### src/hw/rtl/itr_pkg.sv
// shared constants, types and numeral tables for the integer to roman converter
package itr_pkg;

    localparam int DIGITS   = 6;
    localparam int VALUE_W  = 20;
    localparam int LETTER_W = 7;
    localparam int BCD_W    = 4 * DIGITS;
    localparam int CNT_W    = $clog2(VALUE_W);
    localparam int PLACE_W  = (DIGITS > 1) ? $clog2(DIGITS) : 1;
    localparam int LIDX_W   = 4;

    // letter roles inside one decimal place
    localparam logic [1:0] KIND_ONE  = 2'd0;
    localparam logic [1:0] KIND_FIVE = 2'd1;
    localparam logic [1:0] KIND_TEN  = 2'd2;

    typedef struct packed {
        logic load;
        logic shift;
        logic skip;
        logic emit;
    } itr_cmd_t;

    typedef struct packed {
        logic last_shift;
        logic all_zero;
        logic digit_zero;
        logic out_free;
        logic final_letter;
    } itr_status_t;

    function automatic logic [3:0] add3(input logic [3:0] d);
        logic [3:0] r;
        r = (d >= 4'd5) ? d + 4'd3 : d;
        return r;
    endfunction

    // number of letters a digit spells
    function automatic logic [2:0] pat_len(input logic [3:0] d);
        logic [2:0] n;
        case (d)
            4'd0:    n = 3'd0;
            4'd1:    n = 3'd1;
            4'd2:    n = 3'd2;
            4'd3:    n = 3'd3;
            4'd4:    n = 3'd2;
            4'd5:    n = 3'd1;
            4'd6:    n = 3'd2;
            4'd7:    n = 3'd3;
            4'd8:    n = 3'd4;
            4'd9:    n = 3'd2;
            default: n = 3'd0;
        endcase
        return n;
    endfunction

    function automatic logic [1:0] pat_kind(input logic [3:0] d, input logic [1:0] k);
        logic [1:0] r;
        if (d == 4'd9)
            r = (k == 2'd0) ? KIND_ONE : KIND_TEN;
        else if (d == 4'd4)
            r = (k == 2'd0) ? KIND_ONE : KIND_FIVE;
        else if (d >= 4'd5)
            r = (k == 2'd0) ? KIND_FIVE : KIND_ONE;
        else
            r = KIND_ONE;
        return r;
    endfunction

    // lower-case letters stand for the overlined symbols
    function automatic logic [LETTER_W-1:0] letter_of(input logic [LIDX_W-1:0] idx);
        logic [LETTER_W-1:0] c;
        case (idx)
            4'd0:    c = 7'h49; // I
            4'd1:    c = 7'h56; // V
            4'd2:    c = 7'h58; // X
            4'd3:    c = 7'h4C; // L
            4'd4:    c = 7'h43; // C
            4'd5:    c = 7'h44; // D
            4'd6:    c = 7'h4D; // M
            4'd7:    c = 7'h76; // v
            4'd8:    c = 7'h78; // x
            4'd9:    c = 7'h6C; // l
            4'd10:   c = 7'h63; // c
            4'd11:   c = 7'h64; // d
            4'd12:   c = 7'h6D; // m
            default: c = 7'h00;
        endcase
        return c;
    endfunction

endpackage

### src/hw/rtl/itr_in_if.sv
// input channel: one integer per request
interface itr_in_if import itr_pkg::*; ();
    logic               valid;
    logic               ready;
    logic [VALUE_W-1:0] value;

    modport source (output valid, output value, input ready);
    modport sink   (input valid, input value, output ready);
endinterface

### src/hw/rtl/itr_out_if.sv
// output channel: one numeral letter per request
interface itr_out_if import itr_pkg::*; ();
    logic                valid;
    logic                ready;
    logic [LETTER_W-1:0] letter;
    logic                last_letter;

    modport source (output valid, output letter, output last_letter, input ready);
    modport sink   (input valid, input letter, input last_letter, output ready);
endinterface

### src/hw/rtl/itr_ctrl.sv
// controller state machine: convert, then walk the places and emit letters
module itr_ctrl import itr_pkg::*; (
    input  logic        clk,
    input  logic        rst_n,
    input  logic        in_valid,
    output logic        in_ready,
    input  itr_status_t status,
    output itr_cmd_t    cmd
);

    localparam logic [1:0] S_IDLE = 2'd0;
    localparam logic [1:0] S_CONV = 2'd1;
    localparam logic [1:0] S_EMIT = 2'd2;

    logic [1:0] state_reg;
    logic [1:0] state_next;

    always_ff @(posedge clk or negedge rst_n)
    begin
        if (!rst_n)
            state_reg <= S_IDLE;
        else
            state_reg <= state_next;
    end

    always_comb
    begin
        state_next = state_reg;
        cmd        = '0;
        in_ready   = 1'b0;
        case (state_reg)
            S_IDLE:
            begin
                in_ready = 1'b1;
                if (in_valid)
                begin
                    cmd.load   = 1'b1;
                    state_next = S_CONV;
                end
            end
            S_CONV:
            begin
                cmd.shift = 1'b1;
                if (status.last_shift)
                    state_next = S_EMIT;
            end
            S_EMIT:
            begin
                if (status.all_zero)
                    state_next = S_IDLE;
                else if (status.digit_zero)
                    cmd.skip = 1'b1;
                else if (status.out_free)
                begin
                    cmd.emit = 1'b1;
                    if (status.final_letter)
                        state_next = S_IDLE;
                end
            end
            default:
            begin
                state_next = S_IDLE;
            end
        endcase
    end

endmodule

### src/hw/rtl/itr_datapath.sv
// datapath: shift-add-3 binary to bcd, place/step walk and output register
module itr_datapath import itr_pkg::*; (
    input  logic               clk,
    input  logic               rst_n,
    input  logic [VALUE_W-1:0] value,
    input  itr_cmd_t           cmd,
    output itr_status_t        status,
    itr_out_if.source          out_ch
);

    logic [BCD_W-1:0]    bcd_reg;
    logic [BCD_W-1:0]    bcd_next;
    logic [VALUE_W-1:0]  sh_reg;
    logic [VALUE_W-1:0]  sh_next;
    logic [CNT_W-1:0]    cnt_reg;
    logic [CNT_W-1:0]    cnt_next;
    logic [PLACE_W-1:0]  place_reg;
    logic [PLACE_W-1:0]  place_next;
    logic [1:0]          step_reg;
    logic [1:0]          step_next;
    logic                out_valid_reg;
    logic                out_valid_next;
    logic [LETTER_W-1:0] letter_reg;
    logic [LETTER_W-1:0] letter_next;
    logic                last_reg;
    logic                last_next;

    logic [BCD_W-1:0]    adj;
    logic [3:0]          digit;
    logic [2:0]          len;
    logic                digit_last;
    logic                lower_nz;
    logic [LIDX_W-1:0]   lidx;

    always_comb
    begin
        for (int i = 0; i < DIGITS; i++)
            adj[4*i +: 4] = add3(bcd_reg[4*i +: 4]);
    end

    assign digit      = bcd_reg[4*place_reg +: 4];
    assign len        = pat_len(digit);
    assign digit_last = ({1'b0, step_reg} + 3'd1) == len;
    assign lidx       = LIDX_W'({place_reg, 1'b0}) + LIDX_W'(pat_kind(digit, step_reg));

    always_comb
    begin
        lower_nz = 1'b0;
        for (int i = 0; i < DIGITS; i++)
        begin
            if ((PLACE_W'(i) < place_reg) && (bcd_reg[4*i +: 4] != 4'd0))
                lower_nz = 1'b1;
        end
    end

    always_comb
    begin
        status.last_shift   = cnt_reg == CNT_W'(VALUE_W - 1);
        status.all_zero     = bcd_reg == '0;
        status.digit_zero   = digit == 4'd0;
        status.out_free     = !out_valid_reg || out_ch.ready;
        status.final_letter = digit_last && !lower_nz;
    end

    always_comb
    begin
        bcd_next       = bcd_reg;
        sh_next        = sh_reg;
        cnt_next       = cnt_reg;
        place_next     = place_reg;
        step_next      = step_reg;
        out_valid_next = out_valid_reg && !out_ch.ready;
        letter_next    = letter_reg;
        last_next      = last_reg;
        if (cmd.load)
        begin
            bcd_next   = '0;
            sh_next    = value;
            cnt_next   = '0;
            place_next = PLACE_W'(DIGITS - 1);
            step_next  = 2'd0;
        end
        if (cmd.shift)
        begin
            // carry out of the top digit drops the places above DIGITS
            bcd_next = {adj[BCD_W-2:0], sh_reg[VALUE_W-1]};
            sh_next  = {sh_reg[VALUE_W-2:0], 1'b0};
            cnt_next = cnt_reg + CNT_W'(1);
        end
        if (cmd.skip)
            place_next = place_reg - PLACE_W'(1);
        if (cmd.emit)
        begin
            out_valid_next = 1'b1;
            letter_next    = letter_of(lidx);
            last_next      = status.final_letter;
            if (digit_last)
            begin
                step_next = 2'd0;
                if (!status.final_letter)
                    place_next = place_reg - PLACE_W'(1);
            end
            else
                step_next = step_reg + 2'd1;
        end
    end

    always_ff @(posedge clk or negedge rst_n)
    begin
        if (!rst_n)
            out_valid_reg <= 1'b0;
        else
            out_valid_reg <= out_valid_next;
    end

    always_ff @(posedge clk)
    begin
        bcd_reg    <= bcd_next;
        sh_reg     <= sh_next;
        cnt_reg    <= cnt_next;
        place_reg  <= place_next;
        step_reg   <= step_next;
        letter_reg <= letter_next;
        last_reg   <= last_next;
    end

    assign out_ch.valid       = out_valid_reg;
    assign out_ch.letter      = letter_reg;
    assign out_ch.last_letter = last_reg;

endmodule

### src/hw/rtl/integer_to_roman_numeral_top.sv
// top level of the integer to roman numeral converter
//
//  channel  dir  payload              request meaning
//  in_ch    in   value[19:0]          one integer to spell
//  out_ch   out  letter[6:0], last    one ascii numeral letter, last on final one
//
//  a request is loaded, converted by shift-add-3, one bit per cycle, then the places are
//  walked from the top, emitting each letter and skipping each zero place before the final letter.
//  a zero value emits nothing.
//  rst_n is asynchronous and active low; it clears the state machine and output valid.
//  a stalled out_ch holds the letter register and pauses the letter walk at its next letter.
//  the next request is taken while the final letter still waits in the output register.
module integer_to_roman_numeral_top import itr_pkg::*; (
    input  logic      clk,
    input  logic      rst_n,
    itr_in_if.sink    in_ch,
    itr_out_if.source out_ch
);

    itr_cmd_t    cmd;
    itr_status_t status;
    logic        ready_w;

    assign in_ch.ready = ready_w;

    itr_ctrl u_ctrl (
        .clk      (clk),
        .rst_n    (rst_n),
        .in_valid (in_ch.valid),
        .in_ready (ready_w),
        .status   (status),
        .cmd      (cmd)
    );

    itr_datapath u_datapath (
        .clk    (clk),
        .rst_n  (rst_n),
        .value  (in_ch.value),
        .cmd    (cmd),
        .status (status),
        .out_ch (out_ch)
    );

    // a letter is only loaded when the output register can take it
    a_emit_free: assert property (@(posedge clk) disable iff (!rst_n)
        cmd.emit |-> status.out_free)
        else $error("letter loaded over a pending letter");

    // an accepted request starts the conversion next cycle
    a_load_shift: assert property (@(posedge clk) disable iff (!rst_n)
        (in_ch.valid && ready_w) |=> (cmd.shift && !ready_w))
        else $error("conversion did not start after accept");

    // after the final letter the block is ready again
    a_final_ready: assert property (@(posedge clk) disable iff (!rst_n)
        (cmd.emit && status.final_letter) |=> ready_w)
        else $error("not ready after final letter");

endmodule

### src/flat_wrapper.sv
// flat-port wrapper written by rule: the top's interface ports become plain ports
module integer_to_roman_numeral_top_flat import itr_pkg::*;
  (clk, rst_n, in_ch_valid, in_ch_value, in_ch_ready, out_ch_valid, out_ch_letter, out_ch_last_letter, out_ch_ready);
  itr_in_if in_ch_i ();
  itr_out_if out_ch_i ();
  input  logic clk;
  input  logic rst_n;
  input wire logic [$bits(in_ch_i.valid)-1:0] in_ch_valid;
  input wire logic [$bits(in_ch_i.value)-1:0] in_ch_value;
  output wire logic [$bits(in_ch_i.ready)-1:0] in_ch_ready;
  output wire logic [$bits(out_ch_i.valid)-1:0] out_ch_valid;
  output wire logic [$bits(out_ch_i.letter)-1:0] out_ch_letter;
  output wire logic [$bits(out_ch_i.last_letter)-1:0] out_ch_last_letter;
  input wire logic [$bits(out_ch_i.ready)-1:0] out_ch_ready;
  assign in_ch_i.valid = in_ch_valid;
  assign in_ch_i.value = in_ch_value;
  assign in_ch_ready = in_ch_i.ready;
  assign out_ch_valid = out_ch_i.valid;
  assign out_ch_letter = out_ch_i.letter;
  assign out_ch_last_letter = out_ch_i.last_letter;
  assign out_ch_i.ready = out_ch_ready;
  integer_to_roman_numeral_top u_core (.clk(clk), .rst_n(rst_n), .in_ch(in_ch_i), .out_ch(out_ch_i));
endmodule
### config.mk
export PLATFORM = sky130hd
export DESIGN_NAME = integer_to_roman_numeral_top_flat
export DESIGN_NICKNAME = d
export VERILOG_FILES = /design/src/hw/rtl/itr_pkg.sv /design/src/hw/rtl/itr_in_if.sv /design/src/hw/rtl/itr_out_if.sv /design/src/hw/rtl/itr_ctrl.sv /design/src/hw/rtl/itr_datapath.sv /design/src/hw/rtl/integer_to_roman_numeral_top.sv /design/src/flat_wrapper.sv
export SDC_FILE = /design/constraint.sdc
export NUM_CORES = 1
export LEC_CHECK = 0
export BUFFER_PORTS_ARGS = -buffer_cell sky130_fd_sc_hd__clkbuf_2
export CAP_MARGIN = 20
export CELL_PAD_IN_SITES_DETAIL_PLACEMENT = 1
export CELL_PAD_IN_SITES_GLOBAL_PLACEMENT = 1
export CORE_MARGIN = 2
export CORE_UTILIZATION = 50
export CTS_CLUSTER_SIZE = 24
export DETAILED_ROUTE_END_ITERATION = 12
export GPL_TIMING_DRIVEN = 0
export PLACE_DENSITY_LB_ADDON = 0.1
export SYNTH_ARGS = -nofsm -noshare
export SYNTH_HDL_FRONTEND = slang
export SYNTH_SLANG_ARGS = --single-unit
### constraint.sdc
create_clock -name clk -period 5.4 [get_ports clk]
set_input_delay 0.54 -clock clk [delete_from_list [all_inputs] [get_ports clk]]
set_output_delay 0.54 -clock clk [all_outputs]
set_load 0.01 [all_outputs]
==> results of run 1 <==
-- where the power goes --
group          total, mW  internal (mW)  switching, mW
clock              0.564          0.354          0.210
sequential          1.12          0.928          0.191
combinational       1.56          0.583          0.975
total               3.24           1.87           1.38
-- metrics by stage --
| stage | setup WS [ns] | std cells | utilization | area (um^2) | total power, mW |
|---|---|---|---|---|---|
| after floorplan | 2.32 | 375 | - | 3980 | 2.19 |
| after CTS | 1.71 | 528 | 0.591 | 4570 | 3.26 |
| after global routing | 1.43 | 528 | 0.591 | 4570 | 3.48 |
| final | 1.70 | 528 | 0.591 | 4570 | 3.24 |
| after detailed placement | 1.72 | 511 | 0.555 | 4290 | 2.66 |
| after global placement | 1.75 | 510 | 0.552 | 4270 | 2.55 |
-- routing by layer --
metal,up-vias,track usage,share of wire
met1,1540,0.313,0.45
met3,16,0.0346,0.036
met4,0,0.0919,0.016
met2,67,0.416,0.50
li1,1468,-,-
met5,-,0,0
-- path summary, 6_finish.rpt --
check,startpoint,to,slack [ns]
min,in_ch_value[0],u_core.u_datapath.sh_reg[0],0.42
max reg2reg,u_core.u_datapath.place_reg[0],u_core.u_datapath.out_ch.letter[3],1.70
max in group asynchronous,rst_n,u_core.u_ctrl.state_reg[0],4.75
max,u_core.u_datapath.place_reg[0],u_core.u_datapath.out_ch.letter[3],1.70
min reg2reg,u_core.u_datapath.sh_reg[0],u_core.u_datapath.sh_reg[0],0.49
min in group asynchronous,rst_n,u_core.u_ctrl.state_reg[1],0.52
-- Yosys cell counts, types with 2 or more instances --
cell type / instances
edfxtp_1: 58
nor2_1: 42
nand2_1: 31
ha_1: 30
a21oi_1: 24
inv_1: 23
a22o_1: 20
o21ai_0: 12
nand2b_1: 10
nor3_1: 9
xnor2_1: 8
xor2_1: 8
clkbuf_1: 7
mux2_2: 7
and2_1: 6
mux2i_1: 6
nor3b_1: 6
a211oi_1: 5
a22oi_1: 4
dfxtp_1: 4
nand3_1: 4
nor2b_1: 4
nor4_1: 4
dfrtp_1: 3
a31oi_1: 2
and3_1: 2
buf_2: 2
nand4_1: 2
o21a_1: 2
o21bai_1: 2
or3_1: 2
-- worst reg2reg max path: cells and delay by family, from the launching register on --
kind | cells | cell delay (ns)
muxes | 2 | 0.90
AOI/OAI and AO/OA | 1 | 0.68
and+or+nand+nor | 2 | 0.54
DFF | 1 | 0.44
adders and majority gates | 2 | 0.40
xor gates and xnor gates | 1 | 0.30
buffers and inverters | 1 | 0.17
-- kinds of logic (layout without fill, tap and decap cells) --
logic type | after synthesis | after routing | synth area share
fa+ha+maj | 30 | 30 | 0.0944
buf+inv | 35 | 86 | 0.0365
flops | 65 | 65 | 0.477
compound gates | 88 | 88 | 0.158
mux | 16 | 16 | 0.0472
xor+xnor | 16 | 16 | 0.0352
simple gates | 125 | 125 | 0.152
-- layout make-up --
type / count / area, um^2 / share of cell area
Buffer: 12 / 58.8 / 0.0129
Tap cell: 102 / 128 / 0.0279
Clock buffer: 9 / 124 / 0.0271
Inverter: 23 / 86.3 / 0.0189
Sequential cell: 65 / 1900 / 0.415
Multi-Input combinational cell: 275 / 1940 / 0.424
Timing Repair Buffer: 35 / 195 / 0.0427
Clock inverter: 7 / 141 / 0.0310
-- repair_timing --
action,in CTS,in global routing
hold endpoints to repair,3,0
gates resized for setup,0,0
hold buffers,1,0
==> results.toml, run 1 <==
[hold_path]
hold_path.class = "input pin to register"
whs_path_depth = 3

[timing]
tightest_slew_ns = 0.968
setup_viol = 0
hold_viol_final = 0
relSlewSlack = 0.347
slew_violations = 0
fin_crit_ns = 3.70
tns_ns = 0
hold_ws_ns = 0.421
clock-skew-final_ns = 0.00660
fmax_mhz = 270
rsz0062_at_grt = "false"
finalCritPeriodShare = 0.685

[yosys]
ys_types = 57
ys.warnings.count = 0
ys_top_cells_by_area = "edfxtp_1 (44%), ha_1 (9.4%), a22o_1 (4.4%)"
ys_seq_elements = 65
synth-edff-count = 58
ys_async_sr_fraction = 0.0462
syn_area_um2 = 3980
yosys.area.top_type = "edfxtp_1"
synth.yosys.seq_area_share = 0.477
syn_nets = 429
synth_top_cell_area_share = 0.438
syn_area_per_cell_um2 = 10.6
netlist_instances = 375
ys.flop_type = "edfxtp_1"

[grt]
grt_overflow = 0
gr-usage-all-layers = 0.243
grt_pass1_vias = 3220
grt_max_degree = 28
grt_pass1_wl_um = 16200
antenna_found_initial = 0

[clock_tree]
tritoncts = "built"
clock-sinks = 65
cts.htree.levels = 3
clockBufferDepth = 2
clock_latency_ns = 0.35
numCtsBuffers = 9
path_clk_slew_ns = 0.08
cts-root-buf = "clkbuf_8"
cts_setup_buffers = 0

[die]
die_w_um = 93.2
rows = 32
start_util = 0.515
die_area_um2 = 8680
die_h_um = 93.2
core_area_um2 = 7730
io_pins = 34

[critical_path]
path_cells = "buf_6, mux2_4, a222oi_1, nand3_2, nor4_1, ha_1, ha_1, xnor2_1, mux4_2"
cp-start-kind = "register"
crit_top_cell = "ha_1"
r2r_cells = 9
crit_fanout = 7
cp.required_ns = 5.49
cp_num_cells = 9
critPathCaptureType = "register"
worst-path-buf-inv = 1
crit_path_top_delay_cell = "a222oi_1"
critPathKind = "register to register"
cp_data_arrival_time_ns = 3.79
cpPeakStageDelay_ns = 0.68
critPathTopFamily = "multiplexers"

[final_layout]
largest_reg_flops = 24
nNetsFinal = 475
layout_common_cells = "edfxtp_1 (58), nor2_1 (42), clkbuf_2 (33)"
final_common_cell = "edfxtp_1"
diodes = 0
area_delta_synth_final_pct = 14.9
fillers = 863
layout-drive-gt1-share = 0.157

[status]
status = "finished, final reports clean"

[placement]
place_hpwl_um = 7120
place.port_buffers = 33
gp_congestion = 0.889

[pwr]
p_leak_nw = 1.85
ir_drop_mv = 0.405
powerDensity_nw_per_um2 = 710

[routing]
drt-initial-drc-count = 111
via_per_inst = 5.85
routed_wl_um = 9940
antenna_left = 0
vias = 3091
wl_per_cell_um = 18.8
firstDrtPassIters = 5
drc = 0

[flow_run]
maxCapViolCount = 0
(Power assumes the default switching activity.)
==> run 2: changes to the inputs <==
CORE_UTILIZATION = 48   (was 50)
clock period = 3.7 ns   (was 5.4 ns; I/O delays follow)
==> run 2 against run 1 <==
Net effect: sequential power grew 47%; maximum frequency is 6.0% higher; global-route usage decreased by 1.0 points; critical endpoint unchanged; largest power group unchanged.
==> results.toml, run 2 (synthesized netlist as in run 1, its figures left out) <==
[grt]
grt_pass1_vias = 3141
grt_max_degree = 29
grt_pass1_wl_um = 16000
gr-usage-all-layers = 0.233
grt_overflow = 0
antenna_found_initial = 0

[timing]
clock-skew-final_ns = 0.00569
hold_viol_final = 0
relSlewSlack = 0.383
tightest_slew_ns = 0.925
finalCritPeriodShare = 0.943
tns_ns = 0
hold_ws_ns = 0.239
fin_crit_ns = 3.49
worst_slack_ns = 0.212
rsz0062_at_grt = "false"
setup_viol = 0
slew_violations = 0
fmax_mhz = 287

[hold_path]
hold_path.class = "input pin to register"
whs_path_depth = 3

[routing]
antenna_left = 0
drt-initial-drc-count = 224
via_per_inst = 5.78
vias = 3073
routed_wl_um = 9810
wl_per_cell_um = 18.4
drc = 0
firstDrtPassIters = 4

[status]
status = "finished, final reports clean"

[final_layout]
fin_area_um2 = 4510
layout_common_cells = "edfxtp_1 (58), nor2_1 (42), clkbuf_2 (34)"
fillers = 911
area_delta_synth_final_pct = 13.5
layout-drive-gt1-share = 0.162
nNetsFinal = 476
final_common_cell = "edfxtp_1"
largest_reg_flops = 24
diodes = 0

[clock_tree]
numCtsBuffers = 9
path_clk_slew_ns = 0.07
cts.htree.levels = 3
cts-root-buf = "clkbuf_8"
cts_setup_buffers = 0
clock-sinks = 65
tritoncts = "built"
clock_latency_ns = 0.35
clockBufferDepth = 2

[critical_path]
crit_fanout = 7
critPathCaptureType = "register"
cp-start-kind = "register"
critPathKind = "register to register"
cp.required_ns = 3.79
r2r_cells = 9
cp_data_arrival_time_ns = 3.58

[die]
die_area_um2 = 9030
io_pins = 34
start_util = 0.489
die_h_um = 95.0
rows = 33
core_area_um2 = 8130
die_w_um = 95.0

[pwr]
ir_drop_mv = 0.504
powerDensity_nw_per_um2 = 995
p_leak_nw = 1.82

[placement]
dp_worst_setup_slack_ns = 0.0860
place.port_buffers = 33
gp_congestion = 0.841
place_area_um2 = 4300
place_hpwl_um = 7090

[flow_run]
maxCapViolCount = 0
## run 2: final cells by class
class / count / area (um^2) / area share
multi-input cells: 275 / 1940 / 0.431
flip-flops and latches: 65 / 1900 / 0.420
repair buffers: 36 / 200 / 0.0444
well taps: 105 / 131 / 0.0291
clock buffers: 9 / 124 / 0.0275
inverters: 23 / 86.3 / 0.0191
clock inverters: 7 / 70.1 / 0.0155
plain buffers: 12 / 58.8 / 0.0130
## run 2: final timing paths
kind                                                 from                                  to  slack, ns
setup / recovery           u_core.u_datapath.place_reg[0]  u_core.u_datapath.out_ch.letter[3]       0.21
hold / removal                             in_ch_value[0]         u_core.u_datapath.sh_reg[0]       0.24
setup reg to reg           u_core.u_datapath.place_reg[0]  u_core.u_datapath.out_ch.letter[3]       0.21
hold reg to reg               u_core.u_datapath.sh_reg[0]         u_core.u_datapath.sh_reg[0]       0.47
max in group asynchronous                           rst_n          u_core.u_ctrl.state_reg[1]       3.23
min in group asynchronous                           rst_n      u_core.u_datapath.out_ch.valid       0.34
## run 2: power by group
part | switching (mW) | leakage (nW) | internal, mW
Clock | 0.299 | 0.0893 | 0.309
Combinational | 1.38 | 1.07 | 0.851
Sequential | 0.291 | 0.656 | 1.36
Total | 1.97 | 1.82 | 2.52
## run 2: layer usage
metal  track usage  wire length (um)
met5             0                 0
met4        0.0785               131
met3        0.0292               411
met2         0.382              4700
met1         0.321              4570
## run 2: metrics by stage
| stage | cells | utilization | power (mW) |
|---|---|---|---|
| floorplan | 375 | - | 3.19 |
| global placement | 513 | 0.525 | 3.73 |
| detailed placement | 514 | 0.528 | 3.87 |
| CTS | 531 | 0.553 | 4.51 |
| global route | 532 | 0.555 | 4.85 |
| finish | 532 | 0.555 | 4.49 |
## run 2: repair_timing
action,CTS,global route
endpoints found under the setup margin,0,1
gates resized for setup,0,1
hold buffers,1,0
hold endpoints to repair,3,0
## run 2: worst max-delay path, cell delays in order, from the launching register on
cell      delay [ns]
dfxtp_1         0.44
buf_6           0.17
mux2_4          0.32
a222oi_1        0.64
nand3_2         0.24
nor4_1          0.25
ha_1            0.20
ha_1            0.21
xnor2_2         0.20
mux4_2          0.54
==> run 3: changes to the inputs <==
CORE_UTILIZATION = 49   (was 48)
CTS_BUF_LIST = sky130_fd_sc_hd__clkbuf_2 sky130_fd_sc_hd__clkbuf_4 sky130_fd_sc_hd__clkbuf_8   (was not set)
==> run 3 against run 2 <==
Net effect: critical path depth unchanged; core utilization increased by 2.4 points; setup slack got worse by 0.10 ns; critical path type unchanged; maximum frequency decreased by 2.9%; register-to-register slack got worse by 0.10 ns; global-route usage increased by 1.7 points; critical endpoint unchanged; combinational power increased by 3%.
==> results.toml, run 3 (synthesized netlist as in run 1, its figures left out) <==
[status]
status = "finished, final reports clean"

[timing]
setup_viol = 0
fmax_mhz = 279
hold_ws_ns = 0.249
finalCritPeriodShare = 0.970
clock-skew-final_ns = 0.00948
relSlewSlack = 0.366
slew_violations = 0
tightest_slew_ns = 0.939
fin_crit_ns = 3.59
hold_viol_final = 0

[critical_path]
crit_fanout = 7
critPathCaptureType = "register"
startpoint = "u_core.u_datapath.place_reg[0]"
critPathKind = "register to register"
rr_startpoint = "u_core.u_datapath.place_reg[0]"
regToRegEndpoint = "u_core.u_datapath.out_ch.letter[3]"
cp.required_ns = 3.79
r2r_slack_ns = 0.11
cp_data_arrival_time_ns = 3.68
r2r_cells = 9
cp-start-kind = "register"
crit_end = "u_core.u_datapath.out_ch.letter[3]"

[die]
core_area_um2 = 7810
io_pins = 34
rows = 32
die_w_um = 94.1
die_area_um2 = 8850
die_h_um = 94.1
start_util = 0.509

[final_layout]
final_util = 0.579
diodes = 0
area_delta_synth_final_pct = 13.7
final_common_cell = "edfxtp_1"
layout-drive-gt1-share = 0.166
layout_common_cells = "edfxtp_1 (58), nor2_1 (41), clkbuf_2 (33)"
largest_reg_flops = 24
nNetsFinal = 476

[grt]
grt_max_degree = 26
grt_overflow = 0
gr-usage-all-layers = 0.250
grt_pass1_vias = 3244
antenna_found_initial = 0
grt_pass1_wl_um = 16600

[routing]
vias = 3117
drc = 0
firstDrtPassIters = 4
via_per_inst = 5.89
antenna_left = 0
wl_per_cell_um = 18.9
routed_wl_um = 10000
drt-initial-drc-count = 132

[clock_tree]
numCtsBuffers = 9
tritoncts = "built"
path_clk_slew_ns = 0.09
cts.htree.levels = 3
clock-sinks = 65
clock_latency_ns = 0.35
clockBufferDepth = 2
cts-root-buf = "clkbuf_8"

[pwr]
ir_drop_mv = 0.461
p_leak_nw = 1.83
powerDensity_nw_per_um2 = 1010

[placement]
place.port_buffers = 33
place_hpwl_um = 7320
gp_congestion = 0.866

[hold_path]
hold_path.class = "input pin to register"

[flow_run]
maxCapViolCount = 0
-- run 3: metal layers --
layer | GRT usage | part of all wire
met1 | 0.324 | 0.45
met4 | 0.0954 | 0.019
met2 | 0.417 | 0.50
met3 | 0.0417 | 0.024
met5 | 0 | 0
-- run 3: layout make-up --
| class | count | area, um^2 |
|---|---|---|
| plain buffers | 12 | 58.8 |
| clock buffers | 9 | 124 |
| clock inverters | 7 | 78.8 |
| fillers | 895 | 3290 |
| inverters | 23 | 86.3 |
| multi-input cells | 275 | 1940 |
| flip-flops and latches | 65 | 1900 |
| well taps | 102 | 128 |
| repair buffers | 36 | 203 |
-- run 3: power breakdown --
group / internal (mW) / switching [mW]
clock network: 0.317 / 0.316
registers: 1.35 / 0.273
logic: 0.862 / 1.42
-- run 3: repair_timing --
item,CTS,global route
endpoints found under the hold margin,3,0
hold buffers,1,0
gates resized for setup,0,2
setup buffers,0,1
endpoints found under the setup margin,0,3
-- run 3: how the worst min path moves through the flow --
| stage | startpoint | end | slack [ns] | cells after the start |
|---|---|---|---|---|
| 2_1_floorplan | rst_n | u_core.u_ctrl.state_reg[0] | 0.07 | 0 |
| 3_3_place_gp | rst_n | u_core.u_datapath.out_ch.valid | 0.18 | 1 |
| 3_5_place_dp | rst_n | u_core.u_datapath.out_ch.valid | 0.18 | 1 |
| 4_1_cts | in_ch_value[0] | u_core.u_datapath.sh_reg[0] | 0.24 | 3 |
| 5_1_grt | in_ch_value[0] | u_core.u_datapath.sh_reg[0] | 0.28 | 3 |
| 6_report | in_ch_value[0] | u_core.u_datapath.sh_reg[0] | 0.25 | 3 |
-- run 3: critical path, stage by stage, from the launching register on --
cell      delay (ns)
dfxtp_1         0.42
buf_6           0.17
mux2_2          0.37
a222oi_1        0.57
nand3_2         0.22
nor4_1          0.26
ha_1            0.21
ha_1            0.19
xnor2_1         0.32
mux4_2          0.59
-- run 3: stage by stage --
step	setup slack [ns]	std cells	total power [mW]	area, um^2	TNS (ns)
floorplan	0.617	375	3.19	3980	0
global placement	0.0772	510	3.73	4270	0
detailed placement	0.106	511	3.88	4290	0
CTS	0.0126	528	4.54	4500	0
global route	-0.0120	529	4.93	4520	-0.0128
finish	0.110	529	4.55	4520	0
